==> config.mk <==
export PLATFORM = sky130hd
export DESIGN_NAME = vn3_front
export DESIGN_NICKNAME = d
export VERILOG_FILES = /design/src/vn3_pkg.sv /design/src/vn3_front.sv
export SDC_FILE = /design/constraint.sdc
export NUM_CORES = 1
export LEC_CHECK = 0
export ABC_AREA = 1
export BUFFER_PORTS_ARGS = -buffer_cell sky130_fd_sc_hd__buf_2
export CAP_MARGIN = 40
export CORE_ASPECT_RATIO = 1.2
export CORE_MARGIN = 2
export CORE_UTILIZATION = 25
export CTS_CLUSTER_SIZE = 30
export DETAILED_ROUTE_END_ITERATION = 10
export GPL_TIMING_DRIVEN = 0
export HOLD_SLACK_MARGIN = 0.03
export PLACE_DENSITY = 0.51
export SLEW_MARGIN = 15
export SYNTH_ARGS = -nofsm -noshare
export SYNTH_HDL_FRONTEND = slang
export SYNTH_SLANG_ARGS = --single-unit
==> constraint.sdc <==
create_clock -name clk -period 7 [get_ports clk]
set_clock_uncertainty 0.15 [all_clocks]
set_input_delay 1.4 -clock clk [delete_from_list [all_inputs] [get_ports clk]]
set_output_delay 1.4 -clock clk [all_outputs]
set_load 0.01 [all_outputs]
==> src/vn3_pkg.sv <==
// vn3_pkg: shared constants, payload types and status structs for the value noise block
// no dependencies
package vn3_pkg;

    localparam int FRAC_BITS = 16;
    localparam int VAL_W     = 24;
    localparam int QUEUE_DEPTH = 4;
    localparam int QPTR_W    = $clog2(QUEUE_DEPTH);

    localparam logic [31:0] MUL_X   = 32'h8da6b343;
    localparam logic [31:0] MUL_Y   = 32'hd8163841;
    localparam logic [31:0] MUL_Z   = 32'hcb1ab31f;
    localparam logic [31:0] MUL_MIX = 32'h7feb352d;

    typedef logic [FRAC_BITS-1:0] frac_t;
    typedef logic [VAL_W-1:0]     val_t;

    // one classified point: cell corner and fractions
    typedef struct packed {
        logic [31:0] cx;
        logic [31:0] cy;
        logic [31:0] cz;
        frac_t       fx;
        frac_t       fy;
        frac_t       fz;
    } item_t;

    typedef struct packed {
        logic full;
        logic empty;
    } q_status_t;

    typedef struct packed {
        logic pop;
    } bk_status_t;

endpackage

==> src/vn3_front.sv <==
// vn3_front: input register that splits each coordinate into cell and fraction
// depends on vn3_pkg
module vn3_front (
    input  logic                 clk,
    input  logic                 rst_n,
    input  logic                 pos_valid,
    output logic                 pos_stall,
    input  logic [31:0]          pos_x,
    input  logic [31:0]          pos_y,
    input  logic [31:0]          pos_z,
    input  vn3_pkg::q_status_t   q_st,
    output logic                 push,
    output vn3_pkg::item_t       push_item
);

    logic           valid_reg;
    logic           valid_next;
    vn3_pkg::item_t item_reg;
    logic           take;

    assign pos_stall = valid_reg && q_st.full;
    assign push      = valid_reg && !q_st.full;
    assign take      = pos_valid && !pos_stall;
    assign push_item = item_reg;

    always_comb
    begin
        valid_next = valid_reg;
        if (take)
        begin
            valid_next = 1'b1;
        end
        else if (push)
        begin
            valid_next = 1'b0;
        end
    end

    always_ff @(posedge clk or negedge rst_n)
    begin
        if (!rst_n)
        begin
            valid_reg <= 1'b0;
        end
        else
        begin
            valid_reg <= valid_next;
        end
    end

    // floor is an arithmetic shift, fraction the low bits
    always_ff @(posedge clk)
    begin
        if (take)
        begin
            item_reg.cx <= 32'($signed(pos_x) >>> vn3_pkg::FRAC_BITS);
            item_reg.cy <= 32'($signed(pos_y) >>> vn3_pkg::FRAC_BITS);
            item_reg.cz <= 32'($signed(pos_z) >>> vn3_pkg::FRAC_BITS);
            item_reg.fx <= pos_x[vn3_pkg::FRAC_BITS-1:0];
            item_reg.fy <= pos_y[vn3_pkg::FRAC_BITS-1:0];
            item_reg.fz <= pos_z[vn3_pkg::FRAC_BITS-1:0];
        end
    end

endmodule

==> results.cfg <==
[worst_setup_path]
worstPathRequired_ns = 5.45
worst_setup_path_end_kind = output port
cp-start-kind = input pin
timing.critical_path.mode_cell = buf_2
rr_worst_depth = 3
slowest_delay_ns = 0.13
path_cells = buf_2, nand2_1, inv_1, buf_2
path_max_fanout = 3
r2r_slack_ns = 5.29
slowest_stage = buf_2
r2r_end = push_item[61]$_DFFE_PP_
crit_start = q_st[1]
worst-setup-path-type = in2out
crit_arrival_ns = 1.76
crit_end = pos_stall
reg2reg_from = valid_reg$_DFFE_PN0P_

[min_path]
hp-class = reg2reg

[timing]
finalSetupTns_ns = 0
hold_viol_final = 0
period_needed_ns = 3.31
slew_viol_final = 0
grt_setup_unrepaired = no
period_share_pct = 47.3
worstMarginPinSlew_ns = 0.469
worst_slack_ns = 3.69
fmax_mhz = 302
setup_viol = 0
timing.hold.ws_ns = 0.437
slew_headroom_pct = 68.6

[detailed_routing]
drt_iter0_drc = 71
dr.pass1.iters = 4
drt-total-wl_um = 8080
vias_per_cell = 3.76
drc_errors = 0
drt-wirelength-per-cell_um = 13.9
vias = 2187
antenna_left = 0

[status]
outcome = finished, final reports clean

[finish]
largest_reg_flops = 96
final_cell_count_no_fill = 581
drive_gt1_share_pct = 75.3
fin_area_um2 = 5140
area_growth_pct = 56.1
fin_nets = 514
diodes = 0
final_util_pct = 40.3

[place]
place.gp.congestion = 0.663
preCtsSetupSlack_ns = 3.68
dpl.hpwl_um = 6410
dp.cells = 566
postPlaceCellArea_um2 = 4880
portBuffers = 245

[clocking]
clk_pin_slew_worst_paths_ns = 0.06
cts_setup_buffers = 0
cts.sinks = 97
cts_buffers = 9
clockRootBuffer = clkbuf_16
cts_resized = 0
clk_latency_ns = 0.33
hold_buffers = 0
cts_tree = done
h-tree-depth = 3
clock_path_buffers = 2

[synth]
synth_cell_type_count = 7
async_reset_ff_share_pct = 1.03
syn_inst = 152
yosys_warnings = 0
syn-cell-area_um2 = 3300
ys_ff_latch = 97
yosys_most_used_dff = edfxtp_1
synth_top_area_cell = edfxtp_1
synth_edf_count = 96
synth_common_cells = edfxtp_1, buf_4, inv_1
yosys.area.top_type_share_pct = 87.5
synth_fp_nets = 253
synth_most_common_cell = edfxtp_1
syn_area_per_cell_um2 = 21.7
yosysSeqAreaShare_pct = 88.2
synth_area_leaders = edfxtp_1, buf_4, dfrtp_1

[die]
dieArea_um2 = 14100
start_util_pct = 25.8
core_region_area_um2 = 12800
dieWidth_um = 109
dieHeight_um = 130
num_io_pins = 247
rows = 45

[grt]
track_usage_pct = 10.8
grt_max_degree = 21
grt_overflow = 0
grt_pass1_wl_um = 10900
grt_pass1_vias = 2102
antenna_found_initial = 0

[pwr]
leakagePower_nw = 2.34
peakVddDrop_v = 0.0000963
cellPowerDensity_nw_per_um2 = 249
totalPowerFinal_mw = 1.28

[flow_run]
max_cap_violations = 0
-- cells in the final DEF, fill, tap and decap left out, drive strengths merged --
cell | synthesis | layout
a21oi | 1 | 1
buf | 48 | 298
clkbuf | 0 | 9
clkinv | 0 | 3
clkinvlp | 0 | 1
dfrtp | 1 | 1
edfxtp | 96 | 96
inv | 3 | 5
nand2 | 2 | 2
nor2 | 1 | 1
-- worst max-delay path, delay by kind of cell --
family                 cells  cell delay, ns
and+or+nand+nor            1            0.07
buffers and inverters      3            0.29
-- cell type report --
cell class / instances / area (um^2)
Fill cell: 1221 / 7640
Sequential cell: 97 / 2910
Timing Repair Buffer: 250 / 1360
Buffer: 48 / 360
Clock buffer: 9 / 225
Tap cell: 164 / 205
Clock inverter: 6 / 43.8
Multi-Input combinational cell: 4 / 27.5
Inverter: 3 / 11.3
-- logic make-up after synthesis --
group                  synth area share (%)
flip-flops                             88.2
AND/OR/NAND/NOR                       0.342
AO/OA/AOI/OAI                         0.152
buffers and inverters                  11.3
-- worst min path at each step --
stage | startpoint | slack [ns] | cells after the start | endpoint
final | valid_reg$_DFFE_PN0P_ | 0.44 | 2 | valid_reg$_DFFE_PN0P_
after detailed placement | valid_reg$_DFFE_PN0P_ | 0.43 | 2 | valid_reg$_DFFE_PN0P_
after floorplan | valid_reg$_DFFE_PN0P_ | 0.33 | 2 | valid_reg$_DFFE_PN0P_
after global routing | valid_reg$_DFFE_PN0P_ | 0.49 | 2 | valid_reg$_DFFE_PN0P_
after global placement | valid_reg$_DFFE_PN0P_ | 0.35 | 2 | valid_reg$_DFFE_PN0P_
after CTS | valid_reg$_DFFE_PN0P_ | 0.45 | 2 | valid_reg$_DFFE_PN0P_
-- routing by layer --
| layer | vias to the layer above | GRT usage (%) | share of wire [%] |
|---|---|---|---|
| met2 | 122 | 19.4 | 56 |
| met3 | 13 | 4.55 | 9.3 |
| li1 | 1036 | - | - |
| met5 | - | 0 | 0 |
| met4 | 0 | 6.26 | 2.5 |
| met1 | 1016 | 10.2 | 32 |
-- report_power, final --
| part | total (mW) | internal, mW | switching, mW | leakage [nW] |
|---|---|---|---|---|
| clock network | 0.449 | 0.241 | 0.208 | 0.132 |
| registers | 0.687 | 0.677 | 0.0108 | 0.925 |
| logic | 0.143 | 0.0753 | 0.0682 | 1.29 |
Power figures use the tool's default switching activity.
