<file path="config.mk">
export PLATFORM = sky130hd
export DESIGN_NAME = vn3_queue
export DESIGN_NICKNAME = d
export VERILOG_FILES = /design/src/vn3_pkg.sv /design/src/vn3_queue.sv
export SDC_FILE = /design/constraint.sdc
export NUM_CORES = 1
export LEC_CHECK = 0
export BUFFER_PORTS_ARGS = -buffer_cell sky130_fd_sc_hd__clkbuf_2
export CORE_ASPECT_RATIO = 2
export CORE_UTILIZATION = 50
export CTS_CLUSTER_DIAMETER = 80
export CTS_CLUSTER_SIZE = 20
export DETAILED_ROUTE_END_ITERATION = 8
export PLACE_DENSITY = 0.72
export SETUP_SLACK_MARGIN = 0.2
export SYNTH_ARGS = -nofsm -noshare
export SYNTH_HDL_FRONTEND = slang
export SYNTH_SLANG_ARGS = --single-unit
</file>
<file path="constraint.sdc">
create_clock -name clk -period 5.29 [get_ports clk]
set_input_delay 1.058 -clock clk [delete_from_list [all_inputs] [get_ports clk]]
set_output_delay 1.058 -clock clk [all_outputs]
set_load 0.05 [all_outputs]
</file>
<file path="src/vn3_pkg.sv">
// vn3_pkg: shared constants, payload types and status structs for the value noise block
// no dependencies
package vn3_pkg;

    localparam int FRAC_BITS = 16;
    localparam int VAL_W     = 24;
    localparam int QUEUE_DEPTH = 4;
    localparam int QPTR_W    = $clog2(QUEUE_DEPTH);

    localparam logic [31:0] MUL_X   = 32'h8da6b343;
    localparam logic [31:0] MUL_Y   = 32'hd8163841;
    localparam logic [31:0] MUL_Z   = 32'hcb1ab31f;
    localparam logic [31:0] MUL_MIX = 32'h7feb352d;

    typedef logic [FRAC_BITS-1:0] frac_t;
    typedef logic [VAL_W-1:0]     val_t;

    // one classified point: cell corner and fractions
    typedef struct packed {
        logic [31:0] cx;
        logic [31:0] cy;
        logic [31:0] cz;
        frac_t       fx;
        frac_t       fy;
        frac_t       fz;
    } item_t;

    typedef struct packed {
        logic full;
        logic empty;
    } q_status_t;

    typedef struct packed {
        logic pop;
    } bk_status_t;

endpackage

</file>
<file path="src/vn3_queue.sv">
// vn3_queue: short fifo between front and back
// depends on vn3_pkg
module vn3_queue (
    input  logic               clk,
    input  logic               rst_n,
    input  logic               push,
    input  vn3_pkg::item_t     push_item,
    input  logic               pop,
    output vn3_pkg::item_t     head,
    output vn3_pkg::q_status_t q_st
);

    vn3_pkg::item_t                mem [vn3_pkg::QUEUE_DEPTH];
    logic [vn3_pkg::QPTR_W-1:0]    wr_reg;
    logic [vn3_pkg::QPTR_W-1:0]    rd_reg;
    logic [vn3_pkg::QPTR_W:0]      cnt_reg;
    logic [vn3_pkg::QPTR_W:0]      cnt_next;

    assign q_st.full  = (cnt_reg == (vn3_pkg::QPTR_W+1)'(vn3_pkg::QUEUE_DEPTH));
    assign q_st.empty = (cnt_reg == '0);
    assign head       = mem[rd_reg];

    always_comb
    begin
        cnt_next = cnt_reg;
        case ({push, pop})
            2'b10:   cnt_next = cnt_reg + 1'b1;
            2'b01:   cnt_next = cnt_reg - 1'b1;
            default: cnt_next = cnt_reg;
        endcase
    end

    always_ff @(posedge clk or negedge rst_n)
    begin
        if (!rst_n)
        begin
            wr_reg  <= '0;
            rd_reg  <= '0;
            cnt_reg <= '0;
        end
        else
        begin
            if (push)
            begin
                wr_reg <= wr_reg + 1'b1;
            end
            if (pop)
            begin
                rd_reg <= rd_reg + 1'b1;
            end
            cnt_reg <= cnt_next;
        end
    end

    always_ff @(posedge clk)
    begin
        if (push)
        begin
            mem[wr_reg] <= push_item;
        end
    end

endmodule

</file>
==> results.sh, run 1 <==
export IMPL_setup_slack_ns=1.67
export IMPL_fillCellCount=3002
export IMPL_yosys_warnings=0
export IMPL_leakage_uw=0.00822
export IMPL_avgViaCountPerCell=5.54
export IMPL_fin_setup_tns_ns=0
export IMPL_syn_num_nets=943
export IMPL_synth_compound_area_frac=0.000473
export IMPL_syn_area_per_cell_um2=26.8
export IMPL_critPathCaptureType="output port"
export IMPL_ctsResizeCount=0
export IMPL_power_uw=15100
export IMPL_arrival_ns=2.56
export IMPL_async_flop_share=0.0120
export IMPL_syn_inst=789
export IMPL_grt_pass1_vias=9845
export IMPL_fp_coreArea_um2=41800
export IMPL_ys_ff_latch=583
export IMPL_worstPathMaxFanout=61
export IMPL_cp_required_ns=4.23
export IMPL_dpl_worst_slack_ns=2.16
export IMPL_wl_per_cell_um=23.9
export IMPL_detail_route_antenna_nets=0
export IMPL_routed_wl_um=39600
export IMPL_cts_sinks=583
export IMPL_cts_setup_buffers=0
export IMPL_clock_fmax_mhz=276
export IMPL_num_vias=9192
export IMPL_final_min_clock_period_ns=3.62
export IMPL_drc_errors=0
export IMPL_insertion_delay_ns=0.54
export IMPL_rsz0062_at_grt="no"
export IMPL_grt_pass1_wl_um=59000
export IMPL_cts_buffers=35
export IMPL_layout_nets=1256
export IMPL_synthMuxAreaShare=0.153
export IMPL_grt_max_degree=72
export IMPL_dieHeight_um=293
export IMPL_mostFrequentLayoutCells="edfxtp_1, clkbuf_2, mux4_2, clkbuf_16, clkbuf_1"
export IMPL_htree_levels=2
export IMPL_clock_path_buffers=3
export IMPL_startpoint_type="flop"
export IMPL_finalHoldViolCount=0
export IMPL_status="finished clean"
export IMPL_max_vdd_ir_drop_v=0.000430
export IMPL_critPathKind="flop to output port"
export IMPL_area_growth_pct=14.8
export IMPL_yosysUniqueCellTypes=19
export IMPL_layout_commonest_cell="edfxtp_1"
export IMPL_hold_path_class="input port to async pin"
export IMPL_synth_edf_count=576
export IMPL_dp_hpwl_um=25000
export IMPL_rows=106
export IMPL_largest_reg_flops=576
export IMPL_synth_xor_area_share=0.00248
export IMPL_tightest_slew_ns=0.868
export IMPL_cts_tree="done"
export IMPL_holdBufCountCts=0
export IMPL_die_x_um=147
export IMPL_overflow=0
export IMPL_dp_cells=1605
export IMPL_slew_headroom=0.421
export IMPL_p_per_area_nw_per_um2=622
export IMPL_syn_area_um2=21200
export IMPL_synth_ff_type="edfxtp_1"
export IMPL_synthAdderAreaFrac=0.00390
export IMPL_fin_hold_ws_ns=0.388
export IMPL_clk_pin_slew_worst_paths_ns=0.08
export IMPL_grt_usage=0.187
export IMPL_gp_congestion=0.733
export IMPL_clock_skew_ns=0.0157
export IMPL_report_final_slew_viol_count=0
export IMPL_finalCritPeriodShare=0.684
export IMPL_seq_area_frac_synth=0.826
export IMPL_maxCapViolCount=0
export IMPL_cts_root_buffer="clkbuf_16"
export IMPL_drive_gt1_frac=0.445
export IMPL_io_buffers=293
export IMPL_synth_simple_area_share=0.00242
export IMPL_pin_count=294
export IMPL_die_area_um2=43200
export IMPL_synth_top_family_by_area="multiplexers"
export IMPL_initial_core_util=0.506
export IMPL_first_pass_iters=4
export IMPL_drtIter0Drc=526
export IMPL_fin_cells=1660
export IMPL_antenna_found_initial=10
export IMPL_finalSetupViolCount=0
==> critical path, stage by stage (launching register included) <==
cell and delay, ns:
dfrtp_4 0.62, buf_12 0.40, mux4_2 0.61, clkbuf_2 0.26
==> synthesized netlist by cell type, drive strengths merged, types with 2 or more instances <==
cell	count	area, um2
dfrtp	7	175
xnor2	2	17.5
o21ai	2	10.0
xor2	4	35.0
and2	4	25.0
ha	5	62.6
nand2	3	11.3
edfxtp	576	17300
mux4	144	3240
inv	6	22.5
buf	31	219
==> through the flow <==
| step | util | cell area [um2] |
|---|---|---|
| after floorplan | - | 21200 |
| after global placement | 0.558 | 23300 |
| after detailed placement | 0.558 | 23300 |
| after CTS | 0.581 | 24300 |
| after global routing | 0.582 | 24300 |
| final | 0.582 | 24300 |
==> where the power goes <==
| part | internal, uW | switching [uW] |
|---|---|---|
| clock | 1290 | 1370 |
| combinational | 1760 | 4390 |
| sequential | 6030 | 262 |
==> layout make-up <==
class | count | area (um2) | area share
sequential | 583 | 17500 | 0.719
tap | 540 | 676 | 0.0278
antenna | 5 | 12.5 | 0.000515
multi-input combinational | 168 | 3450 | 0.142
clock buffer | 49 | 971 | 0.0400
timing repair buffer | 308 | 1670 | 0.0686
inverter | 6 | 22.5 | 0.000927
clock inverter | 1 | 20.0 | 0.000824
==> kinds of logic (layout without fill, tap and decap cells) <==
logic type,Yosys count,after routing
DFF,583,583
buffers and inverters,38,364
AOI/OAI and AO/OA,2,2
and+or+nand+nor,10,10
other,0,5
muxes,144,144
adders and majority gates,6,6
xor gates and xnor gates,6,6
==> worst paths after layout <==
check | start | to | slack [ns] | cells past startpoint
min | rst_n | cnt_reg[1] | 0.39 | 1
max reg2reg | wr_reg[0] | mem[2][87] | 2.98 | 4
min reg2reg | cnt_reg[2] | cnt_reg[2] | 0.50 | 1
min in group clk | cnt_reg[2] | cnt_reg[2] | 0.50 | 1
max | rd_reg[0] | head[140] | 1.67 | 3
max in group asynchronous | rst_n | rd_reg[0] | 4.66 | 1
==> metal layers <==
layer  GRT usage  part of all wire  vias up
met3      0.0352             0.050       77
met2       0.334              0.55      266
met4      0.0815             0.038       10
li1            -                 -     4020
met1       0.218              0.36     4819
met5           0            0.0017        -
(Power assumes the default switching activity.)
==> run 2: changes to the inputs <==
==> constraint.sdc (replaced) <==
create_clock -name clk -period 3.45 [get_ports clk]
set_input_delay 0.69 -clock clk [delete_from_list [all_inputs] [get_ports clk]]
set_output_delay 0.69 -clock clk [all_outputs]
set_load 0.05 [all_outputs]
==> run 2 against run 1 <==
Effect of this change: non-clock buffer count rose by 29; critical endpoint is now head[80]; largest cell class unchanged; worst setup slack got worse by 1.3 ns; hold slack got worse by 0.026 ns; sequential cell count did not move; global-route usage rose by 1.3 points.
==> results.sh, run 2 (synthesis gave the netlist of run 1 again) <==
export IMPL_status="finished clean"
export IMPL_mostFrequentLayoutCells="edfxtp_1, clkbuf_2, mux4_2, clkbuf_16, buf_4"
export IMPL_initial_core_util=0.506
export IMPL_dr_wl_met2_um=23800
export IMPL_avgViaCountPerCell=5.61
export IMPL_clock_path_buffers=3
export IMPL_cts_buffers=35
export IMPL_critPathKind="flop to output port"
export IMPL_dieHeight_um=293
export IMPL_startpoint_type="flop"
export IMPL_swShare=0.398
export IMPL_maxCapViolCount=0
export IMPL_clk_pin_slew_worst_paths_ns=0.08
export IMPL_fillCellCount=2949
export IMPL_antenna_found_initial=10
export IMPL_multi_input_area_um2=3450
export IMPL_layout_nets=1285
export IMPL_finalHoldViolCount=0
export IMPL_final_min_clock_period_ns=3.05
export IMPL_met3WireLength_um=2160
export IMPL_grt_pass1_wl_um=62300
export IMPL_pin_count=294
export IMPL_clkPwrFrac=0.170
export IMPL_leakage_uw=0.00841
export IMPL_grt_usage=0.200
export IMPL_htree_levels=2
export IMPL_power_internal_uw=14200
export IMPL_cts_sinks=583
export IMPL_power_frac_seq=0.409
export IMPL_wl_per_cell_um=24.9
export IMPL_area_growth_pct=16.6
export IMPL_hold_path_class="input port to flop"
export IMPL_final_util=0.591
export IMPL_r2r_setup_slack_ns=1.45
export IMPL_rows=106
export IMPL_grt_max_degree=46
export IMPL_num_vias=9443
export IMPL_clock_fmax_mhz=328
export IMPL_io_buffers=293
export IMPL_routed_wl_um=41900
export IMPL_largest_reg_flops=576
export IMPL_rsz0062_at_grt="no"
export IMPL_tightest_slew_ns=0.699
export IMPL_arrival_ns=2.36
export IMPL_routed_top_layer="met5"
export IMPL_finalSetupViolCount=0
export IMPL_wl_met1_um=14300
export IMPL_dp_hpwl_um=28200
export IMPL_power_uw=23600
export IMPL_slew_headroom=0.534
export IMPL_regArea_um2=17500
export IMPL_max_vdd_ir_drop_v=0.000688
export IMPL_clock_skew_ns=0.00959
export IMPL_gp_congestion=0.738
export IMPL_cts_root_buffer="clkbuf_16"
export IMPL_drtIter0Drc=592
export IMPL_crit_chain="buf_12 > mux4_2 > clkbuf_2"
export IMPL_fp_coreArea_um2=41800
export IMPL_detail_route_antenna_nets=0
export IMPL_first_pass_iters=5
export IMPL_max_stage_delay_ns=0.72
export IMPL_finalCritPeriodShare=0.884
export IMPL_layout_commonest_cell="edfxtp_1"
export IMPL_insertion_delay_ns=0.53
export IMPL_die_x_um=147
export IMPL_combPwrFrac=0.421
export IMPL_slowest_stage="dfrtp_4"
export IMPL_cts_tree="done"
export IMPL_ctsResizeCount=0
export IMPL_overflow=0
export IMPL_critPathCaptureType="output port"
export IMPL_die_area_um2=43200
export IMPL_cp_required_ns=2.76
export IMPL_drive_gt1_frac=0.461
export IMPL_drc_errors=0
export IMPL_report_final_slew_viol_count=0
export IMPL_fin_setup_tns_ns=0
export IMPL_grt_pass1_vias=10200
export IMPL_p_per_area_nw_per_um2=956
export IMPL_worstPathMaxFanout=20
export IMPL_switchingPower_uw=9390
-- run 2: what timing repair did --
item	in CTS	in global routing
endpoints found under the hold margin	7	0
endpoints found under the setup margin	6	0
buffers inserted	1	0
hold buffers	1	0
-- run 2: final timing paths --
check                               startpoint     endpoint  depth (start not counted)
worst max-delay path                 rd_reg[0]     head[80]                          3
worst min-delay path            push_item[143]  mem[0][143]                          1
worst max register to register       wr_reg[1]  mem[1][122]                          4
worst min register to register      cnt_reg[2]   cnt_reg[2]                          1
max in group asynchronous                rst_n    rd_reg[1]                          2
min in group asynchronous                rst_n    wr_reg[1]                          2
-- run 2: worst max-delay path, delay by kind of cell (launching register included) --
family                 cells  cell delay [ns]
flip-flops                 1             0.72
multiplexers               1             0.55
buffers and inverters      2             0.53
-- run 2: area by class of cell --
type / instances / share of cell area
Tap cell: 540 / 0.0274
Timing Repair Buffer: 337 / 0.0839
Inverter: 6 / 0.000913
Antenna cell: 5 / 0.000507
Multi-Input combinational cell: 168 / 0.140
Clock inverter: 1 / 0.000811
Sequential cell: 583 / 0.708
Clock buffer: 42 / 0.0383
-- run 2: metrics by stage --
step	instances	setup WS, ns	hold slack, ns	cell area (um2)
global route	1682	0.304	0.336	24700
CTS	1677	0.325	0.335	24700
detailed placement	1632	0.782	0.485	23700
floorplan	789	0.533	0.394	21200
global placement	1632	0.796	0.482	23700
finish	1682	0.399	0.362	24700
-- run 2: routing by layer --
| layer | up-vias | GRT usage |
|---|---|---|
| met5 | - | 0 |
| met3 | 76 | 0.0398 |
| li1 | 4068 | - |
| met4 | 10 | 0.0928 |
| met2 | 283 | 0.369 |
| met1 | 5006 | 0.217 |
-- run 2: power groups by stage --
stage,registers [uW],clock network (uW),logic [uW]
3_5_place_dp,9870,0,10000
2_1_floorplan,9650,0,7600
6_report,9650,4000,9940
5_1_grt,9760,4330,10400
3_3_place_gp,9780,0,10000
4_1_cts,9680,4120,10100
==> run 3: changes to the inputs <==
--- a/config.mk
+++ b/config.mk
@@ -5,13 +5,14 @@
 export SDC_FILE = /design/constraint.sdc
 export NUM_CORES = 1
 export LEC_CHECK = 0
+export ABC_AREA = 1
 export BUFFER_PORTS_ARGS = -buffer_cell sky130_fd_sc_hd__clkbuf_2
 export CORE_ASPECT_RATIO = 2
 export CORE_UTILIZATION = 50
 export CTS_CLUSTER_DIAMETER = 80
 export CTS_CLUSTER_SIZE = 20
 export DETAILED_ROUTE_END_ITERATION = 8
-export PLACE_DENSITY = 0.72
+export PLACE_DENSITY = 0.71
 export SETUP_SLACK_MARGIN = 0.2
 export SYNTH_ARGS = -nofsm -noshare
 export SYNTH_HDL_FRONTEND = slang
==> run 3 against run 2 <==
Effect of this change: final area is 7.8% higher; largest cell class unchanged; area after synthesis is 9.1% higher; wire length is 13% higher; sequential share of layout area is 5.1 points lower; register-to-register slack worse by 0.12 ns; worst setup slack worse by 0.088 ns; first-iteration DRC count is 47% higher; hold slack better by 0.0048 ns; non-clock buffer count is 8 lower; fmax is 2.8% lower.
==> results.sh, run 3 <==
export IMPL_status="finished clean"
export IMPL_cp_required_ns=2.76
export IMPL_yosysTopAreaCell="edfxtp_1"
export IMPL_clock_path_buffers=3
export IMPL_area_growth_pct=15.3
export IMPL_avgViaCountPerCell=5.27
export IMPL_synth_edf_count=576
export IMPL_grt_pass1_vias=13900
export IMPL_mostFrequentLayoutCells="edfxtp_1, nand2_1, inv_1, o211ai_1, clkbuf_2"
export IMPL_layout_commonest_cell="edfxtp_1"
export IMPL_crit_family="buffers and inverters"
export IMPL_insertion_delay_ns=0.53
export IMPL_finalSetupViolCount=0
export IMPL_post_synth_top_count_cell="edfxtp_1"
export IMPL_io_buffers=293
export IMPL_hold_depth=1
export IMPL_seq_area_frac_synth=0.757
export IMPL_yosys_warnings=0
export IMPL_drive_gt1_frac=0.188
export IMPL_maxCapViolCount=0
export IMPL_cts_root_buffer="clkbuf_16"
export IMPL_max_stage_delay_ns=0.62
export IMPL_critPathCaptureType="output port"
export IMPL_layout_nets=2152
export IMPL_slew_headroom=0.537
export IMPL_yosys_top_cells_area="edfxtp_1, o211ai_1, nand2_1"
export IMPL_cts_buffers=35
export IMPL_die_area_um2=47100
export IMPL_synth_common_cells="edfxtp_1, nand2_1, inv_1"
export IMPL_final_min_clock_period_ns=3.14
export IMPL_first_pass_iters=7
export IMPL_rsz0062_at_grt="no"
export IMPL_tightest_slew_ns=0.694
export IMPL_syn_area_per_cell_um2=13.4
export IMPL_routed_wl_um=47400
export IMPL_synth_ff_type="edfxtp_1"
export IMPL_cp_depth=4
export IMPL_grt_usage=0.203
export IMPL_cts_sinks=583
export IMPL_clk_pin_slew_worst_paths_ns=0.08
export IMPL_report_final_slew_viol_count=0
export IMPL_fin_setup_tns_ns=0
export IMPL_hold_path_class="input port to flop"
export IMPL_overflow=0
export IMPL_die_x_um=154
export IMPL_pin_count=294
export IMPL_dp_hpwl_um=30200
export IMPL_worstPathMaxFanout=124
export IMPL_ys_ff_latch=583
export IMPL_cts_tree="done"
export IMPL_slowest_stage="dfrtp_4"
export IMPL_dieHeight_um=306
export IMPL_finalHoldViolCount=0
export IMPL_grt_max_degree=125
export IMPL_cts_setup_buffers=0
export IMPL_wl_per_cell_um=18.4
export IMPL_crit_buf_inv=2
export IMPL_drc_errors=0
export IMPL_fp_coreArea_um2=45700
export IMPL_clock_skew_ns=0.0129
export IMPL_gp_congestion=0.787
export IMPL_clock_fmax_mhz=319
export IMPL_yosysUniqueCellTypes=17
export IMPL_syn_inst=1728
export IMPL_crit_chain="buf_12 > o211ai_1 > nand2_1 > clkbuf_2"
export IMPL_async_flop_share=0.0120
export IMPL_grt_pass1_wl_um=73300
export IMPL_syn_num_nets=1882
export IMPL_rows=111
export IMPL_antenna_found_initial=7
export IMPL_htree_levels=2
export IMPL_initial_core_util=0.505
export IMPL_r2r_worst_path_cells=5
export IMPL_arrival_ns=2.45
export IMPL_critPathKind="flop to output port"
export IMPL_synth_top_area_share=0.750
export IMPL_detail_route_antenna_nets=0
export IMPL_drtIter0Drc=873
export IMPL_syn_area_um2=23100
export IMPL_largest_reg_flops=576
export IMPL_startpoint_type="flop"
export IMPL_num_vias=13600
export IMPL_finalCritPeriodShare=0.910
==> run 3: changes by cell type after synthesis, sizes merged, moves of 4 or more <==
cell / change
and2: -4
buf: +51
clkbuf: +13
inv: +296
mux4: -144
nand2: +440
o211ai: +288
==> run 3: routing by layer <==
layer | global-route usage | up-vias | share of wire | wire length (um)
met2 | 0.387 | 366 | 0.55 | 26100
met1 | 0.214 | 6583 | 0.36 | 17100
met4 | 0.0951 | 0 | 0.039 | 1870
met5 | 0 | - | 0 | 0
li1 | - | 6532 | - | -
met3 | 0.0356 | 92 | 0.051 | 2420
==> run 3: what timing repair did <==
item,4_1_cts,5_1_grt
resized for setup,0,0
endpoints found under the setup margin,0,0
endpoints found under the hold margin,7,0
hold buffers,1,0
==> run 3: metrics by stage <==
stage	worst slack, ns	instance area (um2)	hold slack, ns	util	std cells
finish	0.311	26600	0.367	0.582	2577
CTS	0.252	26600	0.329	0.582	2570
detailed placement	0.824	25600	0.504	0.560	2525
global route	0.209	26600	0.341	0.582	2577
global placement	0.791	25600	0.484	0.560	2525
floorplan	0.0321	23100	0.394	-	1728
==> run 3: logic make-up (layout without fill, tap and decap cells) <==
family / count (synthesis) / count (layout) / synth area share
flip-flops: 583 / 583 / 0.757
AND/OR/NAND/NOR: 447 / 447 / 0.0730
buffers and inverters: 398 / 675 / 0.0707
AO/OA/AOI/OAI: 290 / 290 / 0.0941
adder cells (fa/ha/maj): 6 / 6 / 0.00358
XOR/XNOR: 4 / 4 / 0.00152
other: 0 / 7 / 0
==> run 3: layout make-up <==
class | instances | area (um2)
fill | 3520 | 19100
sequential | 583 | 17500
multi-input combinational | 747 | 4000
timing repair buffer | 329 | 2270
inverter | 302 | 1150
clock buffer | 43 | 948
tap | 565 | 707
clock inverter | 1 | 20.0
antenna | 7 | 17.5
==> run 3: worst paths after layout <==
| kind | start | end | slack [ns] |
|---|---|---|---|
| min in group asynchronous | rst_n | cnt_reg[0] | 0.55 |
| max reg2reg | wr_reg[0] | mem[0][26] | 1.33 |
| max in group asynchronous | rst_n | rd_reg[1] | 2.69 |
| min reg2reg | cnt_reg[2] | cnt_reg[2] | 0.52 |
| min | push_item[37] | mem[2][37] | 0.37 |
| max | rd_reg[1] | head[106] | 0.31 |
Power of run 3 is left out: the tool's default activity adds up to more than one toggle a clock period on the data nets, which glitch-free logic cannot reach.
